--- src/sv/stt_pkg.sv ---
// Types, codes, character constants and classification functions for the tokenizer.
package stt_pkg;

    localparam int STT_QUEUE_DEPTH = 4;
    localparam int PUNCT_COUNT     = 17;

    typedef enum logic [2:0] {
        MODE_IDLE = 3'd0,
        MODE_ID   = 3'd1,
        MODE_NUM  = 3'd2,
        MODE_STR  = 3'd3,
        MODE_ESC  = 3'd4,
        MODE_ERR  = 3'd5
    } t_mode;

    typedef logic [4:0] t_kind;
    typedef logic [2:0] t_err;

    localparam t_kind KIND_ID     = 5'd0;
    localparam t_kind KIND_NUM    = 5'd1;
    localparam t_kind KIND_STR    = 5'd2;
    localparam t_kind KIND_PUNCT0 = 5'd3;
    localparam t_kind KIND_END    = 5'd20;
    localparam t_kind KIND_ERR    = 5'd21;

    localparam t_err ERR_NONE       = 3'd0;
    localparam t_err ERR_UNEXPECTED = 3'd1;
    localparam t_err ERR_NUMBER     = 3'd2;
    localparam t_err ERR_STRING     = 3'd3;
    localparam t_err ERR_ESCAPE     = 3'd4;

    localparam logic [7:0] CH_BSLASH = 8'h5C;
    localparam logic [7:0] CH_N      = 8'h6E;
    localparam logic [7:0] CH_T      = 8'h74;
    localparam logic [7:0] CH_QUOTE  = 8'h22;
    localparam logic [7:0] CH_POINT  = 8'h2E;
    localparam logic [7:0] CH_UNDER  = 8'h5F;
    localparam logic [7:0] CH_NL     = 8'h0A;
    localparam logic [7:0] CH_TAB    = 8'h09;
    localparam logic [7:0] CH_NUL    = 8'h00;

    // = ; ( ) { } [ ] , : + - * / % ^ >
    localparam logic [7:0] PUNCT_CHARS [PUNCT_COUNT] = '{
        8'h3D, 8'h3B, 8'h28, 8'h29, 8'h7B, 8'h7D, 8'h5B, 8'h5D, 8'h2C,
        8'h3A, 8'h2B, 8'h2D, 8'h2A, 8'h2F, 8'h25, 8'h5E, 8'h3E
    };

    typedef struct packed {
        t_kind      token_kind;
        logic [7:0] value_byte;
        logic       has_byte;
        logic       first_of_token;
        logic       last_of_token;
        t_err       error_code;
    } t_tok;

    typedef struct packed {
        logic two;
        t_tok a;
        t_tok b;
    } t_pair;

    typedef struct packed {
        logic  hit;
        t_kind kind;
    } t_punct;

    function automatic logic is_space(input logic [7:0] c);
        return (c == 8'h20) || ((c >= 8'h09) && (c <= 8'h0D));
    endfunction

    function automatic logic is_digit(input logic [7:0] c);
        return (c >= 8'h30) && (c <= 8'h39);
    endfunction

    function automatic logic is_alpha(input logic [7:0] c);
        return ((c >= 8'h61) && (c <= 8'h7A)) || ((c >= 8'h41) && (c <= 8'h5A));
    endfunction

    function automatic t_punct punct_lookup(input logic [7:0] c);
        t_punct r;
        r = '0;
        for (int k = 0; k < PUNCT_COUNT; k++) begin
            if (PUNCT_CHARS[k] == c) begin
                r.hit  = 1'b1;
                r.kind = KIND_PUNCT0 + 5'(k);
            end
        end
        return r;
    endfunction

    function automatic t_tok mk_tok(input t_kind kind, input logic [7:0] val,
                                    input logic has, input logic first,
                                    input logic last, input t_err err);
        t_tok t;
        t.token_kind     = kind;
        t.value_byte     = val;
        t.has_byte       = has;
        t.first_of_token = first;
        t.last_of_token  = last;
        t.error_code     = err;
        return t;
    endfunction

endpackage

--- src/sv/stt_if.sv ---
// Valid/ready channel interfaces for source bytes and token items.
interface stt_in_if;
    logic       valid;
    logic       ready;
    logic [7:0] text_byte;
    logic       end_of_text;

    modport source (output valid, text_byte, end_of_text, input ready);
    modport sink   (input valid, text_byte, end_of_text, output ready);
endinterface

interface stt_out_if;
    logic       valid;
    logic       ready;
    logic [4:0] token_kind;
    logic [7:0] value_byte;
    logic       has_byte;
    logic       first_of_token;
    logic       last_of_token;
    logic [2:0] error_code;

    modport source (output valid, token_kind, value_byte, has_byte, first_of_token,
                    last_of_token, error_code, input ready);
    modport sink   (input valid, token_kind, value_byte, has_byte, first_of_token,
                    last_of_token, error_code, output ready);
endinterface

--- src/sv/stt_queue.sv ---
// Short FIFO of result pairs between the scanner and the output stage.
module stt_queue import stt_pkg::*; #(
    parameter int DEPTH = STT_QUEUE_DEPTH
) (
    input  logic  i_clk,
    input  logic  i_rst_n,
    input  logic  i_push,
    input  t_pair i_push_data,
    output logic  o_ready,
    output logic  o_valid,
    output t_pair o_data,
    input  logic  i_pop
);

    localparam int PW = $clog2(DEPTH);
    localparam int CW = $clog2(DEPTH + 1);

    t_pair          r_mem [DEPTH];
    logic [PW-1:0]  r_wp, n_wp;
    logic [PW-1:0]  r_rp, n_rp;
    logic [CW-1:0]  r_cnt, n_cnt;
    logic           do_push, do_pop;

    assign o_ready = (r_cnt != CW'(DEPTH));
    assign o_valid = (r_cnt != '0);
    assign o_data  = r_mem[r_rp];
    assign do_push = i_push && o_ready;
    assign do_pop  = i_pop && o_valid;

    always_comb begin
        n_wp  = r_wp;
        n_rp  = r_rp;
        n_cnt = r_cnt;
        if (do_push) begin
            n_wp = (r_wp == PW'(DEPTH - 1)) ? '0 : r_wp + 1'b1;
        end
        if (do_pop) begin
            n_rp = (r_rp == PW'(DEPTH - 1)) ? '0 : r_rp + 1'b1;
        end
        if (do_push && !do_pop) begin
            n_cnt = r_cnt + 1'b1;
        end else if (!do_push && do_pop) begin
            n_cnt = r_cnt - 1'b1;
        end
    end

    always_ff @(posedge i_clk) begin
        if (!i_rst_n) begin
            r_wp  <= '0;
            r_rp  <= '0;
            r_cnt <= '0;
        end else begin
            r_wp  <= n_wp;
            r_rp  <= n_rp;
            r_cnt <= n_cnt;
        end
    end

    always_ff @(posedge i_clk) begin
        if (do_push) begin
            r_mem[r_wp] <= i_push_data;
        end
    end

endmodule

--- src/sv/stt_front.sv ---
// Scanner: classifies each source byte, tracks token mode and forms result pairs.
module stt_front import stt_pkg::*; (
    input  logic        i_clk,
    input  logic        i_rst_n,
    stt_in_if.sink      i_text,
    input  logic        i_q_ready,
    output logic        o_push,
    output t_pair       o_push_data
);

    t_mode      r_mode, n_mode;
    logic [7:0] r_held, n_held;
    logic       r_hvalid, n_hvalid;
    logic       r_hfirst, n_hfirst;
    logic       r_point, n_point;

    logic [7:0] c;
    logic       accept, eot;
    logic       sp, al, dg, us, qt, bs, pt, idc;
    t_punct     pu;
    t_kind      tok_kind;
    logic [7:0] push_val;
    t_tok       close_item, held_item, end_item;

    t_mode      idle_mode;
    logic       idle_emit, idle_hvalid, idle_hfirst;
    t_tok       idle_item;

    logic       emit0, emit1;
    t_tok       o0, o1;

    assign c      = i_text.text_byte;
    assign i_text.ready = i_q_ready;
    assign accept = i_text.valid && i_q_ready;
    assign eot    = i_text.end_of_text || (c == CH_NUL);

    assign sp  = is_space(c);
    assign al  = is_alpha(c);
    assign dg  = is_digit(c);
    assign us  = (c == CH_UNDER);
    assign qt  = (c == CH_QUOTE);
    assign bs  = (c == CH_BSLASH);
    assign pt  = (c == CH_POINT);
    assign idc = al || dg || us;
    assign pu  = punct_lookup(c);

    assign tok_kind = (r_mode == MODE_NUM) ? KIND_NUM :
                      ((r_mode == MODE_STR) || (r_mode == MODE_ESC)) ? KIND_STR : KIND_ID;
    assign push_val = (r_mode != MODE_ESC) ? c :
                      (c == CH_N) ? CH_NL : (c == CH_T) ? CH_TAB : c;

    assign close_item = r_hvalid ? mk_tok(tok_kind, r_held, 1'b1, r_hfirst, 1'b1, ERR_NONE)
                                 : mk_tok(tok_kind, 8'h00, 1'b0, 1'b1, 1'b1, ERR_NONE);
    assign held_item  = mk_tok(tok_kind, r_held, 1'b1, r_hfirst, 1'b0, ERR_NONE);
    assign end_item   = mk_tok(KIND_END, 8'h00, 1'b0, 1'b1, 1'b1, ERR_NONE);

    // Byte handled as the opening character of a new token
    always_comb begin
        idle_mode   = MODE_IDLE;
        idle_emit   = 1'b0;
        idle_item   = end_item;
        idle_hvalid = 1'b0;
        idle_hfirst = 1'b0;
        if (sp) begin
            idle_mode = MODE_IDLE;
        end else if (al || us) begin
            idle_mode   = MODE_ID;
            idle_hvalid = 1'b1;
            idle_hfirst = 1'b1;
        end else if (dg) begin
            idle_mode   = MODE_NUM;
            idle_hvalid = 1'b1;
            idle_hfirst = 1'b1;
        end else if (qt) begin
            idle_mode   = MODE_STR;
            idle_hfirst = 1'b1;
        end else if (pu.hit) begin
            idle_emit = 1'b1;
            idle_item = mk_tok(pu.kind, c, 1'b1, 1'b1, 1'b1, ERR_NONE);
        end else begin
            idle_mode = MODE_ERR;
            idle_emit = 1'b1;
            idle_item = mk_tok(KIND_ERR, 8'h00, 1'b0, 1'b1, 1'b1, ERR_UNEXPECTED);
        end
    end

    // Next mode
    always_comb begin
        n_mode  = r_mode;
        n_point = r_point;
        if (eot) begin
            n_mode  = MODE_IDLE;
            n_point = 1'b0;
        end else begin
            unique case (r_mode)
                MODE_ERR: begin
                    n_mode = MODE_ERR;
                end
                MODE_STR: begin
                    if (qt) begin
                        n_mode = MODE_IDLE;
                    end else if (bs) begin
                        n_mode = MODE_ESC;
                    end
                end
                MODE_ESC: begin
                    n_mode = MODE_STR;
                end
                MODE_ID: begin
                    if (!idc) begin
                        n_mode = idle_mode;
                    end
                end
                MODE_NUM: begin
                    if (pt) begin
                        if (r_point) begin
                            n_mode = MODE_ERR;
                        end else begin
                            n_point = 1'b1;
                        end
                    end else if (!dg) begin
                        n_mode  = idle_mode;
                        n_point = 1'b0;
                    end
                end
                default: begin
                    n_mode = idle_mode;
                    if (dg) begin
                        n_point = 1'b0;
                    end
                end
            endcase
        end
    end

    // Held byte and results
    always_comb begin
        logic do_push;
        logic do_cidle;
        do_push  = 1'b0;
        do_cidle = 1'b0;
        emit0    = 1'b0;
        emit1    = 1'b0;
        o0       = end_item;
        o1       = end_item;
        n_held   = r_held;
        n_hvalid = r_hvalid;
        n_hfirst = r_hfirst;
        if (eot) begin
            n_hvalid = 1'b0;
            n_hfirst = 1'b0;
            unique case (r_mode)
                MODE_ID, MODE_NUM: begin
                    emit0 = 1'b1;
                    o0    = close_item;
                    emit1 = 1'b1;
                    o1    = end_item;
                end
                MODE_STR: begin
                    emit0 = 1'b1;
                    o0    = mk_tok(KIND_ERR, 8'h00, 1'b0, 1'b1, 1'b1, ERR_STRING);
                end
                MODE_ESC: begin
                    emit0 = 1'b1;
                    o0    = mk_tok(KIND_ERR, 8'h00, 1'b0, 1'b1, 1'b1, ERR_ESCAPE);
                end
                MODE_ERR: begin
                    emit0 = 1'b0;
                end
                default: begin
                    emit0 = 1'b1;
                    o0    = end_item;
                end
            endcase
        end else begin
            unique case (r_mode)
                MODE_ERR: begin
                    emit0 = 1'b0;
                end
                MODE_STR: begin
                    if (qt) begin
                        emit0    = 1'b1;
                        o0       = close_item;
                        n_hvalid = 1'b0;
                        n_hfirst = 1'b0;
                    end else if (!bs) begin
                        do_push = 1'b1;
                    end
                end
                MODE_ESC: begin
                    do_push = 1'b1;
                end
                MODE_ID: begin
                    if (idc) begin
                        do_push = 1'b1;
                    end else begin
                        do_cidle = 1'b1;
                    end
                end
                MODE_NUM: begin
                    if (dg) begin
                        do_push = 1'b1;
                    end else if (pt) begin
                        if (r_point) begin
                            emit0    = 1'b1;
                            o0       = mk_tok(KIND_ERR, 8'h00, 1'b0, 1'b1, 1'b1, ERR_NUMBER);
                            n_hvalid = 1'b0;
                            n_hfirst = 1'b0;
                        end else begin
                            do_push = 1'b1;
                        end
                    end else begin
                        do_cidle = 1'b1;
                    end
                end
                default: begin
                    emit0    = idle_emit;
                    o0       = idle_item;
                    n_held   = c;
                    n_hvalid = idle_hvalid;
                    n_hfirst = idle_hfirst;
                end
            endcase
        end
        if (do_push) begin
            emit0    = r_hvalid;
            o0       = held_item;
            n_hfirst = r_hvalid ? 1'b0 : r_hfirst;
            n_held   = push_val;
            n_hvalid = 1'b1;
        end
        if (do_cidle) begin
            emit0    = 1'b1;
            o0       = close_item;
            emit1    = idle_emit;
            o1       = idle_item;
            n_held   = c;
            n_hvalid = idle_hvalid;
            n_hfirst = idle_hfirst;
        end
    end

    assign o_push        = accept && emit0;
    assign o_push_data.two = emit1;
    assign o_push_data.a   = o0;
    assign o_push_data.b   = o1;

    always_ff @(posedge i_clk) begin
        if (!i_rst_n) begin
            r_mode   <= MODE_IDLE;
            r_hvalid <= 1'b0;
            r_hfirst <= 1'b0;
            r_point  <= 1'b0;
        end else if (accept) begin
            r_mode   <= n_mode;
            r_hvalid <= n_hvalid;
            r_hfirst <= n_hfirst;
            r_point  <= n_point;
        end
    end

    always_ff @(posedge i_clk) begin
        if (accept) begin
            r_held <= n_held;
        end
    end

endmodule

--- src/sv/stt_back.sv ---
// Output stage: splits queued result pairs into single token items on a registered port.
module stt_back import stt_pkg::*; (
    input  logic        i_clk,
    input  logic        i_rst_n,
    input  logic        i_q_valid,
    input  t_pair       i_q_data,
    output logic        o_q_pop,
    stt_out_if.source   o_tok
);

    logic r_out_valid, n_out_valid;
    logic r_idx, n_idx;
    t_tok r_out;
    logic load;

    assign load    = (!r_out_valid || o_tok.ready) && i_q_valid;
    assign o_q_pop = load && (r_idx || !i_q_data.two);

    always_comb begin
        n_out_valid = r_out_valid;
        n_idx       = r_idx;
        if (load) begin
            n_out_valid = 1'b1;
            n_idx       = i_q_data.two && !r_idx;
        end else if (o_tok.ready) begin
            n_out_valid = 1'b0;
        end
    end

    always_ff @(posedge i_clk) begin
        if (!i_rst_n) begin
            r_out_valid <= 1'b0;
            r_idx       <= 1'b0;
        end else begin
            r_out_valid <= n_out_valid;
            r_idx       <= n_idx;
        end
    end

    always_ff @(posedge i_clk) begin
        if (load) begin
            r_out <= r_idx ? i_q_data.b : i_q_data.a;
        end
    end

    assign o_tok.valid          = r_out_valid;
    assign o_tok.token_kind     = r_out.token_kind;
    assign o_tok.value_byte     = r_out.value_byte;
    assign o_tok.has_byte       = r_out.has_byte;
    assign o_tok.first_of_token = r_out.first_of_token;
    assign o_tok.last_of_token  = r_out.last_of_token;
    assign o_tok.error_code     = r_out.error_code;

endmodule

--- src/sv/source_text_tokenizer.sv ---
// Top level of the streaming source text tokenizer.
//
//  channel  | dir | payload                                          | transaction
//  i_text   | in  | text_byte, end_of_text                           | valid & ready
//  o_tok    | out | token_kind, value_byte, has_byte, first_of_token, | valid & ready
//           |     | last_of_token, error_code                        |
//
// The scanner takes one source byte per cycle while the result queue has room and scans it in that cycle.
// Each byte yields zero, one or two token items; each item is a transaction of its own at o_tok.
// i_text stalls only when the result queue (QUEUE_DEPTH pairs) is full.
// Synchronous active-low reset returns the scanner to idle and empties the queue.
// The first item of a byte passes through the result queue and the output register before it leaves o_tok.
module source_text_tokenizer import stt_pkg::*; #(
    parameter int QUEUE_DEPTH = STT_QUEUE_DEPTH
) (
    input  logic        i_clk,
    input  logic        i_rst_n,
    stt_in_if.sink      i_text,
    stt_out_if.source   o_tok
);

    logic  q_ready;
    logic  push;
    t_pair push_data;
    logic  q_valid;
    t_pair q_data;
    logic  q_pop;

    stt_front u_front (
        .i_clk       (i_clk),
        .i_rst_n     (i_rst_n),
        .i_text      (i_text),
        .i_q_ready   (q_ready),
        .o_push      (push),
        .o_push_data (push_data)
    );

    stt_queue #(
        .DEPTH (QUEUE_DEPTH)
    ) u_queue (
        .i_clk       (i_clk),
        .i_rst_n     (i_rst_n),
        .i_push      (push),
        .i_push_data (push_data),
        .o_ready     (q_ready),
        .o_valid     (q_valid),
        .o_data      (q_data),
        .i_pop       (q_pop)
    );

    stt_back u_back (
        .i_clk     (i_clk),
        .i_rst_n   (i_rst_n),
        .i_q_valid (q_valid),
        .i_q_data  (q_data),
        .o_q_pop   (q_pop),
        .o_tok     (o_tok)
    );

endmodule

--- src/flat_wrapper.sv ---
// flat-port wrapper written by rule: the top's interface ports become plain ports
module source_text_tokenizer_flat import stt_pkg::*;
#(
    parameter int QUEUE_DEPTH = STT_QUEUE_DEPTH
)
  (i_clk, i_rst_n, i_text_valid, i_text_text_byte, i_text_end_of_text, i_text_ready, o_tok_valid, o_tok_token_kind, o_tok_value_byte, o_tok_has_byte, o_tok_first_of_token, o_tok_last_of_token, o_tok_error_code, o_tok_ready);
  stt_in_if i_text_i ();
  stt_out_if o_tok_i ();
  input  logic i_clk;
  input  logic i_rst_n;
  input wire logic [$bits(i_text_i.valid)-1:0] i_text_valid;
  input wire logic [$bits(i_text_i.text_byte)-1:0] i_text_text_byte;
  input wire logic [$bits(i_text_i.end_of_text)-1:0] i_text_end_of_text;
  output wire logic [$bits(i_text_i.ready)-1:0] i_text_ready;
  output wire logic [$bits(o_tok_i.valid)-1:0] o_tok_valid;
  output wire logic [$bits(o_tok_i.token_kind)-1:0] o_tok_token_kind;
  output wire logic [$bits(o_tok_i.value_byte)-1:0] o_tok_value_byte;
  output wire logic [$bits(o_tok_i.has_byte)-1:0] o_tok_has_byte;
  output wire logic [$bits(o_tok_i.first_of_token)-1:0] o_tok_first_of_token;
  output wire logic [$bits(o_tok_i.last_of_token)-1:0] o_tok_last_of_token;
  output wire logic [$bits(o_tok_i.error_code)-1:0] o_tok_error_code;
  input wire logic [$bits(o_tok_i.ready)-1:0] o_tok_ready;
  assign i_text_i.valid = i_text_valid;
  assign i_text_i.text_byte = i_text_text_byte;
  assign i_text_i.end_of_text = i_text_end_of_text;
  assign i_text_ready = i_text_i.ready;
  assign o_tok_valid = o_tok_i.valid;
  assign o_tok_token_kind = o_tok_i.token_kind;
  assign o_tok_value_byte = o_tok_i.value_byte;
  assign o_tok_has_byte = o_tok_i.has_byte;
  assign o_tok_first_of_token = o_tok_i.first_of_token;
  assign o_tok_last_of_token = o_tok_i.last_of_token;
  assign o_tok_error_code = o_tok_i.error_code;
  assign o_tok_i.ready = o_tok_ready;
  source_text_tokenizer #(.QUEUE_DEPTH(QUEUE_DEPTH)) u_core (.i_clk(i_clk), .i_rst_n(i_rst_n), .i_text(i_text_i), .o_tok(o_tok_i));
endmodule
--- config.mk ---
export PLATFORM = sky130hd
export DESIGN_NAME = source_text_tokenizer_flat
export DESIGN_NICKNAME = d
export VERILOG_FILES = /design/src/sv/stt_pkg.sv /design/src/sv/stt_if.sv /design/src/sv/stt_queue.sv /design/src/sv/stt_front.sv /design/src/sv/stt_back.sv /design/src/sv/source_text_tokenizer.sv /design/src/flat_wrapper.sv
export SDC_FILE = /design/constraint.sdc
export NUM_CORES = 1
export LEC_CHECK = 0
export ABC_CLOCK_PERIOD_IN_PS = 4350
export BUFFER_PORTS_ARGS = -buffer_cell sky130_fd_sc_hd__buf_2
export CAP_MARGIN = 20
export CORE_MARGIN = 3
export CORE_UTILIZATION = 55
export CTS_CLUSTER_SIZE = 14
export DETAILED_ROUTE_END_ITERATION = 8
export MAX_ROUTING_LAYER = met4
export PLACE_DENSITY = 0.75
export SLEW_MARGIN = 20
export SYNTH_ARGS = -nofsm -noshare
export SYNTH_HDL_FRONTEND = slang
export SYNTH_SLANG_ARGS = --single-unit
--- constraint.sdc ---
create_clock -name i_clk -period 4.35 [get_ports i_clk]
set_input_delay 0.87 -clock i_clk [delete_from_list [all_inputs] [get_ports i_clk]]
set_output_delay 0.87 -clock i_clk [all_outputs]
set_load 0.01 [all_outputs]
==> results.toml, run 1 <==
[outcome]
status = "finished clean"

[clock_network]
tritoncts = "built"
path_clk_slew_ns = 0.07
htree_levels = 4
clock-sinks = 184
clk_path_buf_depth = 2
cts_hold_buffers = 0
cts_root_buf = "clkbuf_16"
numCtsBuffers = 17
cts_setup_buffers = 0
clock_latency_ns = 0.43
cts_resized = 0

[yosys]
post-synth-top-area-cell = "edfxtp_1"
synth_seq_cells = 184
syn_area_sq_um = 8230
ys_top_cells_by_area = "edfxtp_1, mux4_2, dfxtp_1"
synth_cell_types = 64
ys_seq_area_share_pct = 65.1
synth_top_area_share_pct = 61.0
synthFlopType = "edfxtp_1"
yosys_warnings = 0
synth_cells = 573
synth-edff-count = 167
async_reset_ff_share_pct = 0
synth.avg_cell_area_sq_um = 14.4

[placement]
dpl_worst_slack_ns = -0.00564
numPortBuffers = 33
postPlaceCellArea_sq_um = 8780
hpwlAfterDp_um = 11000
routabilityCongestion = 0.916

[finish]
final_nets = 642
multi_input_area_sq_um = 2690
antenna_cells = 0
finalInstanceArea_sq_um = 9350
syn2layout_area_growth_pct = 13.6
register_area_sq_um = 5360
drive_above_1_share_pct = 23.3
nFillCells = 1026

[grt]
grt_pass1_wl_um = 27900
grt_max_degree = 36
overflow = 0
grt_pass1_vias = 5101
antenna_found_initial = 0
groute.usage.overall_pct = 23.3

[drt]
num_vias = 5107
antenna_left = 0
dr.pass1.iters = 5
drt_wl_total_um = 17600
routedWlPerCell_um = 21.5
drc = 0
drt_iter0_drc = 655
routed_via_density = 6.24

[sta]
worst_slew_pin_slew_ns = 0.801
hold_viol = 0
maxSlewViolCount = 0
setup_ws_ns = 0.421
setup_viol = 0
rsz0062_at_grt = "no"
finClkSkew_ns = 0.0149
finalCriticalPeriod_ns = 3.93
finalCritPeriodShare_pct = 90.3
max_freq_mhz = 255
max-slew-margin-rel_pct = 46.6

[min_path]
hold_path_class = "reg -> reg"
min_from = "u_core.u_back.o_tok.valid"

[setup_path]
critPathTopFamily = "simple AND/OR/NAND/NOR gates"
cpMaxStageDelayCell = "or4_4"
cp-startpoint = "i_text_text_byte[4]"
critPathMaxFanout = 5
critical_path.cell_chain = "buf_2 > or4b_1 > or4_4 > a211o_1 > o31a_4 > clkinv_2 > nor2_1 > a211oi_4 > ha_1 > inv_1 > fa_1 > xor2_1 > or3_1 > a21boi_0"
r2r_start = "u_core.u_front.r_mode[1]"
cpPeakStageDelay_ns = 0.54
start_kind = "input pin"
crit_path_end_kind = "flip-flop"
crit_buf_inv = 3
critPathArrivalTime_ns = 4.28
cp_data_required_time_ns = 4.70
setup.worst_path.class = "in -> reg"

[pwr]
p_leak_nw = 3.20
power_density_nw_per_um2 = 551
peakVddDrop_mv = 0.334
power_mw = 5.15

[run]
drv_cap = 0

[die]
die_h_um = 128
core_area_sq_um = 14600
die_w_um = 128
die_area_sq_um = 16500
io_pins = 34
start_util_pct = 56.4
rows = 44
layout by cell type, fill, tap and decap left out, types with 3 or more instances in the layout:
cell type,count
nand2b_1,12
or3_1,3
and3_1,4
clkinv_2,5
nor4_1,9
a21oi_1,14
clkinv_4,3
ha_1,6
xnor2_1,3
nor3_1,14
a22o_1,6
buf_4,28
or3b_2,5
buf_12,4
clkbuf_16,17
dfxtp_1,16
a32o_1,3
o21ai_0,16
nand2_1,75
or2_2,4
o22ai_1,4
nor4b_1,3
a21boi_0,6
nand3_1,6
a31oi_1,4
nor2_1,20
and2_1,21
o211ai_1,3
mux2i_1,5
nor2b_1,7
inv_1,12
nand4b_1,3
mux4_2,35
buf_2,33
conb_1,4
a21o_1,4
a41oi_1,3
edfxtp_1,167
stage by stage:
| step | util [%] | TNS (ns) | hold slack [ns] | cells |
|---|---|---|---|---|
| 6_report | 64.1 | 0 | 0.483 | 819 |
| 5_1_grt | 64.1 | 0 | 0.503 | 819 |
| 4_1_cts | 64.1 | 0 | 0.486 | 819 |
| 3_5_place_dp | 60.2 | -0.00564 | 0.477 | 787 |
| 3_3_place_gp | 60.2 | 0 | 0.470 | 787 |
| 2_1_floorplan | - | 0 | 0.456 | 576 |
state kept, by name, summed over array words and instances (netlist names), 2 cells and up, named ones only:
register                        flops
u_core.u_back.o_tok.value_byte      8
u_core.u_front.r_mode               3
u_core.u_back.o_tok.token_kind      5
u_core.u_queue.r_rp                 2
u_core.u_queue.r_wp                 2
u_core.u_queue.r_mem              140
u_core.u_queue.r_cnt                3
u_core.u_back.o_tok.error_code      3
u_core.u_front.r_held               8
cell families after synthesis:
kind of cell | Yosys count | synth area share, %
and+or+nand+nor | 200 | 12.9
DFF | 184 | 65.1
AOI/OAI and AO/OA | 85 | 7.73
buffers and inverters | 51 | 2.36
muxes | 40 | 10.2
adders and majority gates | 7 | 1.16
xor gates and xnor gates | 5 | 0.532
other | 1 | 0.0456
tightest hold or removal path, cell delays in order (launching register included):
cell	delay (ns)
dfxtp_1	0.32
nand2_1	0.05
a21boi_0	0.06
area by class of cell:
class,instances,area share [%]
inverter,13,0.535
sequential,184,57.3
tap,184,2.46
multi-input combinational,341,28.8
clock buffer,19,4.63
clock inverter,13,1.39
timing repair buffer,65,4.87
power by group:
| part | leakage, nW | internal, mW | switching, mW |
|---|---|---|---|
| combinational | 1.27 | 0.584 | 0.743 |
| sequential | 1.65 | 2.27 | 0.0898 |
| clock | 0.276 | 0.841 | 0.618 |
synth_stat cells (3+ instances only):
cell type	count
edfxtp_1	167
nand2_1	75
mux4_2	35
clkbuf_1	34
and2_1	21
nor2_1	20
dfxtp_1	17
o21ai_0	16
a21oi_1	15
nor3_1	14
inv_1	12
nand2b_1	12
nor4_1	9
nor2b_1	7
a21boi_0	6
a22o_1	6
ha_1	6
nand3_1	6
mux2i_1	5
or3b_2	5
a21o_1	4
a31oi_1	4
and3_1	4
o22ai_1	4
or2_2	4
a32o_1	3
a41oi_1	3
buf_1	3
nand4b_1	3
nor4b_1	3
o211ai_1	3
or3_1	3
xnor2_1	3
worst paths after layout:
path,end,slack [ns],cells after the start
max,u_core.u_queue.r_cnt[2],0.42,14
min,u_core.u_back.o_tok.valid,0.48,2
max reg2reg,u_core.u_queue.r_cnt[2],0.72,13
min reg2reg,u_core.u_back.o_tok.valid,0.48,2
per-layer routing:
layer	up-vias	track usage [%]	wire length, um
li1	2301	-	-
met1	2547	31.1	7510
met2	236	36.3	8700
met3	23	5.50	1180
met4	0	6.49	191
met5	-	-	0
(Power assumes the default switching activity.)
==> run 2: changes to the inputs <==
- ABC_CLOCK_PERIOD_IN_PS: 4350 -> 4150
- PLACE_DENSITY: 0.75 -> 0.72
- clock period: 4.35 -> 4.15 ns (I/O delays scaled with it)
==> run 2 against run 1 <==
Effect of this change:
- cell area is 0.25% higher
- critical endpoint unchanged
- die area stayed put
- power is 1.6% higher
- sequential share of layout area is 0.15 points lower
- clock skew is 0.0031 ns lower
- global-route usage is 0.38 points lower
- utilization is 0.16 points higher
- clock-buffer cell count is 1 lower
==> results.toml, run 2 (synthesis gave the netlist of run 1 again) <==
[sta]
rsz0062_at_grt = "no"
finalCritPeriodShare_pct = 91.4
setup_viol = 0
max_freq_mhz = 264
maxSlewViolCount = 0
finalSetupTns_ns = 0
finClkSkew_ns = 0.0118
finalCriticalPeriod_ns = 3.79
worst_slew_pin_slew_ns = 0.861
hold_viol = 0
max-slew-margin-rel_pct = 42.5

[finish]
nFillCells = 1064
antenna_cells = 0
syn2layout_area_growth_pct = 13.9
finalInstanceArea_sq_um = 9370
regMostFlops = "u_core.u_queue.r_mem"
final_nets = 652
largest_reg_flops = 140
layout_commonest_cell = "edfxtp_1"
drive_above_1_share_pct = 25.0
layout_common_cells = "edfxtp_1, nand2_1, buf_4"

[drt]
antenna_left = 0
routedWlPerCell_um = 21.0
dr.pass1.iters = 5
drt_iter0_drc = 514
drt_wl_total_um = 17300
num_vias = 5064
drc = 0
routed_via_density = 6.12

[die]
die_h_um = 128
die_w_um = 128
rows = 44
core_area_sq_um = 14600
io_pins = 34
start_util_pct = 56.4
die_area_sq_um = 16500

[clock_network]
path_clk_slew_ns = 0.06
clock-sinks = 184
numCtsBuffers = 17
tritoncts = "built"
clock_latency_ns = 0.42
cts_root_buf = "clkbuf_16"
cts_hold_buffers = 0
cts_resized = 0
htree_levels = 4
clk_path_buf_depth = 2
cts_setup_buffers = 0

[grt]
grt_pass1_vias = 5046
grt_max_degree = 36
grt_pass1_wl_um = 27600
overflow = 0
groute.usage.overall_pct = 22.9
antenna_found_initial = 0

[min_path]
min_from = "u_core.u_back.o_tok.valid"
hold_path_class = "reg -> reg"

[pwr]
power_density_nw_per_um2 = 558
peakVddDrop_mv = 0.340
power_mw = 5.23
p_leak_nw = 3.21

[placement]
numPortBuffers = 33
postPlaceCellArea_sq_um = 8880
routabilityCongestion = 0.945
hpwlAfterDp_um = 11100

[setup_path]
critPathArrivalTime_ns = 4.15
critPathMaxFanout = 2
cp-startpoint = "i_text_text_byte[6]"
start_kind = "input pin"
cp_data_required_time_ns = 4.51
crit_path_end_kind = "flip-flop"
r2r_start = "u_core.u_front.r_mode[1]"
setup.worst_path.class = "in -> reg"

[run]
drv_cap = 0

[outcome]
status = "finished clean"
-- run 2: cell types whose count changed in the layout (fill, tap and decap cells not counted), moves of 2 or more --
cell | before | now
and2_1 | 21 | 17
and2_2 | 0 | 4
buf_4 | 28 | 38
bufinv_16 | 2 | 0
clkinv_1 | 2 | 6
clkinv_2 | 5 | 3
clkinv_4 | 3 | 1
-- run 2: path summary, 6_finish.rpt --
| check | end | slack (ns) | depth (start not counted) |
|---|---|---|---|
| max | u_core.u_queue.r_cnt[2] | 0.36 | 14 |
| min reg2reg | u_core.u_back.o_tok.valid | 0.49 | 2 |
| max reg2reg | u_core.u_queue.r_cnt[2] | 0.68 | 13 |
| min | u_core.u_back.o_tok.valid | 0.49 | 2 |
-- run 2: layout make-up --
class / instances / area (sq um) / share of cell area, %
sequential: 184 / 5360 / 57.2
timing repair buffer: 75 / 531 / 5.66
clock inverter: 12 / 61.3 / 0.654
multi-input combinational: 341 / 2710 / 28.9
inverter: 13 / 53.8 / 0.574
clock buffer: 18 / 429 / 4.58
tap: 184 / 230 / 2.46
-- run 2: through the flow --
stage,instances,utilization [%],hold slack (ns),worst slack (ns)
2_1_floorplan,576,-,0.456,-0.0302
3_3_place_gp,797,60.9,0.472,-0.00933
3_5_place_dp,797,60.9,0.488,-0.0772
4_1_cts,827,64.2,0.498,0.361
5_1_grt,827,64.2,0.545,0.214
6_report,827,64.2,0.495,0.358
-- run 2: where the power goes --
part / switching, mW / internal (mW)
clock network: 0.619 / 0.742
registers: 0.119 / 2.38
logic: 0.742 / 0.624
total: 1.48 / 3.75
-- run 2: per-layer routing --
layer / wire length [um] / track usage, %
met5: 0 / -
met4: 269 / 6.24
met3: 929 / 4.38
met2: 8730 / 36.7
met1: 7420 / 30.4
-- run 2: worst max-delay path: stages --
cell and delay, ns:
buf_2 0.10, or4b_1 0.53, or4_4 0.44, a211o_1 0.34
o31a_4 0.36, clkinv_4 0.07, nor2_4 0.04, a211oi_4 0.23
ha_2 0.23, inv_2 0.04, fa_2 0.35, xor2_1 0.16
or3_1 0.30, a21boi_1 0.12
==> run 3: changes to the inputs <==
- BUFFER_PORTS_ARGS: -buffer_cell sky130_fd_sc_hd__buf_2 -> unset
- DONT_BUFFER_PORTS: unset -> 1
- PLACE_DENSITY: 0.72 -> 0.7
==> run 3 against run 2 <==
Effect of this change:
- utilization fell by 0.93 points
- clock skew shrank 0.0022 ns
- clock-buffer cell count did not move
- clock power rose by 21%
- first-iteration DRC count fell by 12%
- hold slack better by 0.0095 ns
- power up 3.3%
- flip-flop and latch count stayed put
- register-to-register slack improved by 0.03 ns
- critical path type unchanged
==> results.toml, run 3 (synthesis gave the netlist of run 1 again) <==
[outcome]
status = "finished clean"

[drt]
drc = 0
antenna_left = 0
drt_wl_total_um = 16900
num_vias = 4793
drt_iter0_drc = 450
routedWlPerCell_um = 21.6
routed_via_density = 6.13
dr.pass1.iters = 5

[min_path]
hold_depth = 0
whs_endpoint = "u_core.u_front.r_held[7]"
min_from = "i_text_text_byte[7]"
hold_path_class = "in -> reg"

[clock_network]
clock-sinks = 184
cts_resized = 0
htree_levels = 4
cts_hold_buffers = 0
path_clk_slew_ns = 0.07
clk_path_buf_depth = 2
clock_latency_ns = 0.42
tritoncts = "built"
cts_setup_buffers = 0
cts_root_buf = "clkbuf_16"
numCtsBuffers = 17

[sta]
finalCritPeriodShare_pct = 89.0
setup_viol = 0
max-slew-margin-rel_pct = 41.2
hold_viol = 0
finClkSkew_ns = 0.00959
worst_slew_pin_slew_ns = 0.870
finalCriticalPeriod_ns = 3.69
finalSetupTns_ns = 0
max_freq_mhz = 271
rsz0062_at_grt = "no"
maxSlewViolCount = 0

[pwr]
peakVddDrop_mv = 0.304
p_comb_share_pct = 22.3
swShare_pct = 27.8
p_leak_nw = 3.08
power_switching_mw = 1.50
power_density_nw_per_um2 = 585
clkPwrFrac_pct = 30.6
power_frac_seq_pct = 47.1
p_int_mw = 3.90

[placement]
routabilityCongestion = 0.890
hpwlAfterDp_um = 11400
numPortBuffers = 0
dp_cells = 750

[grt]
groute.usage.overall_pct = 22.5
grt_pass1_vias = 4886
antenna_found_initial = 0
overflow = 0
grt_max_degree = 36
grt_pass1_wl_um = 27000

[finish]
largest_reg_flops = 140
drive_above_1_share_pct = 20.2
antenna_cells = 0
multi_input_area_sq_um = 2710
layout_commonest_cell = "edfxtp_1"
syn2layout_area_growth_pct = 12.3
regMostFlops = "u_core.u_queue.r_mem"
final_nets = 605
layout_common_cells = "edfxtp_1, nand2_1, mux4_2"
register_area_sq_um = 5360
nFillCells = 1025
fin_cells = 782

[setup_path]
cp_data_required_time_ns = 4.50
regToRegEndpoint = "u_core.u_queue.r_cnt[2]"
start_kind = "input pin"
worstRegToRegCells = 13
critPathArrivalTime_ns = 4.04
critPathMaxFanout = 16
cp-startpoint = "i_text_text_byte[6]"
crit_path_end_kind = "flip-flop"
r2r_start = "u_core.u_front.r_mode[2]"
r2r_slack_ns = 0.71
setup.worst_path.class = "in -> reg"

[die]
die_area_sq_um = 16500
io_pins = 34
rows = 44
die_h_um = 128
core_area_sq_um = 14600
die_w_um = 128
start_util_pct = 56.4

[run]
drv_cap = 0
-- run 3: cell count changes in the layout (fill, tap and decap cells not counted) --
cell        before  now
buf_12           4    5
buf_2           33    0
buf_4           38   23
bufinv_16        0    3
clkinv_1         6    1
clkinv_2         3    1
clkinv_4         1    3
clkinvlp_4       2    1
inv_6            1    3
inv_8            0    3
-- run 3: through the flow --
| stage | utilization [%] | cell area [sq um] | hold WS, ns | setup WS [ns] | power [mW] |
|---|---|---|---|---|---|
| after floorplan | - | 8260 | 0.456 | -0.0302 | 3.48 |
| after global placement | 59.1 | 8620 | 0.480 | 0.0866 | 3.78 |
| after detailed placement | 59.1 | 8620 | 0.505 | 0.0158 | 3.82 |
| after CTS | 63.3 | 9240 | 0.484 | 0.454 | 5.46 |
| after global routing | 63.3 | 9240 | 0.478 | 0.331 | 5.67 |
| final | 63.3 | 9240 | 0.504 | 0.457 | 5.40 |
-- run 3: worst max path at each step --
stage,end,slack (ns),depth (start not counted)
6_report,u_core.u_queue.r_cnt[2],0.46,13
5_1_grt,u_core.u_queue.r_cnt[2],0.33,13
4_1_cts,u_core.u_queue.r_cnt[2],0.45,13
3_5_place_dp,u_core.u_queue.r_cnt[2],0.02,13
3_3_place_gp,u_core.u_queue.r_cnt[2],0.09,13
2_1_floorplan,u_core.u_queue.r_cnt[2],-0.03,13
-- run 3: layout make-up --
type,instances,share of cell area [%]
flip-flops and latches,184,58.0
multi-input cells,341,29.3
clock buffers,18,4.65
repair buffers,28,2.95
well taps,184,2.49
clock inverters,14,1.99
inverters,13,0.583
-- run 3: power by group through the flow --
| stage | sequential (mW) | combinational [mW] | clock, mW |
|---|---|---|---|
| floorplan | 2.55 | 0.934 | 0 |
| global placement | 2.57 | 1.21 | 0 |
| detailed placement | 2.59 | 1.23 | 0 |
| CTS | 2.55 | 1.23 | 1.68 |
| global route | 2.57 | 1.34 | 1.76 |
| finish | 2.54 | 1.21 | 1.65 |
-- run 3: critical path, stage by stage --
cell and delay [ns]:
or4b_1 0.53, or4_4 0.44, a211o_1 0.33, o31a_4 0.36, clkinv_4 0.06, nor2_4 0.03, a211oi_4 0.23, ha_2 0.24
inv_2 0.04, fa_2 0.35, xor2_1 0.16, or3_1 0.31, a21boi_1 0.14
-- run 3: metal layers --
layer / routed length, um / part of all wire [%] / track usage [%]
met5: 0 / 0 / -
met2: 8280 / 49 / 34.2
met4: 212 / 1.3 / 6.62
met1: 7420 / 44 / 30.9
met3: 1010 / 6.0 / 5.04
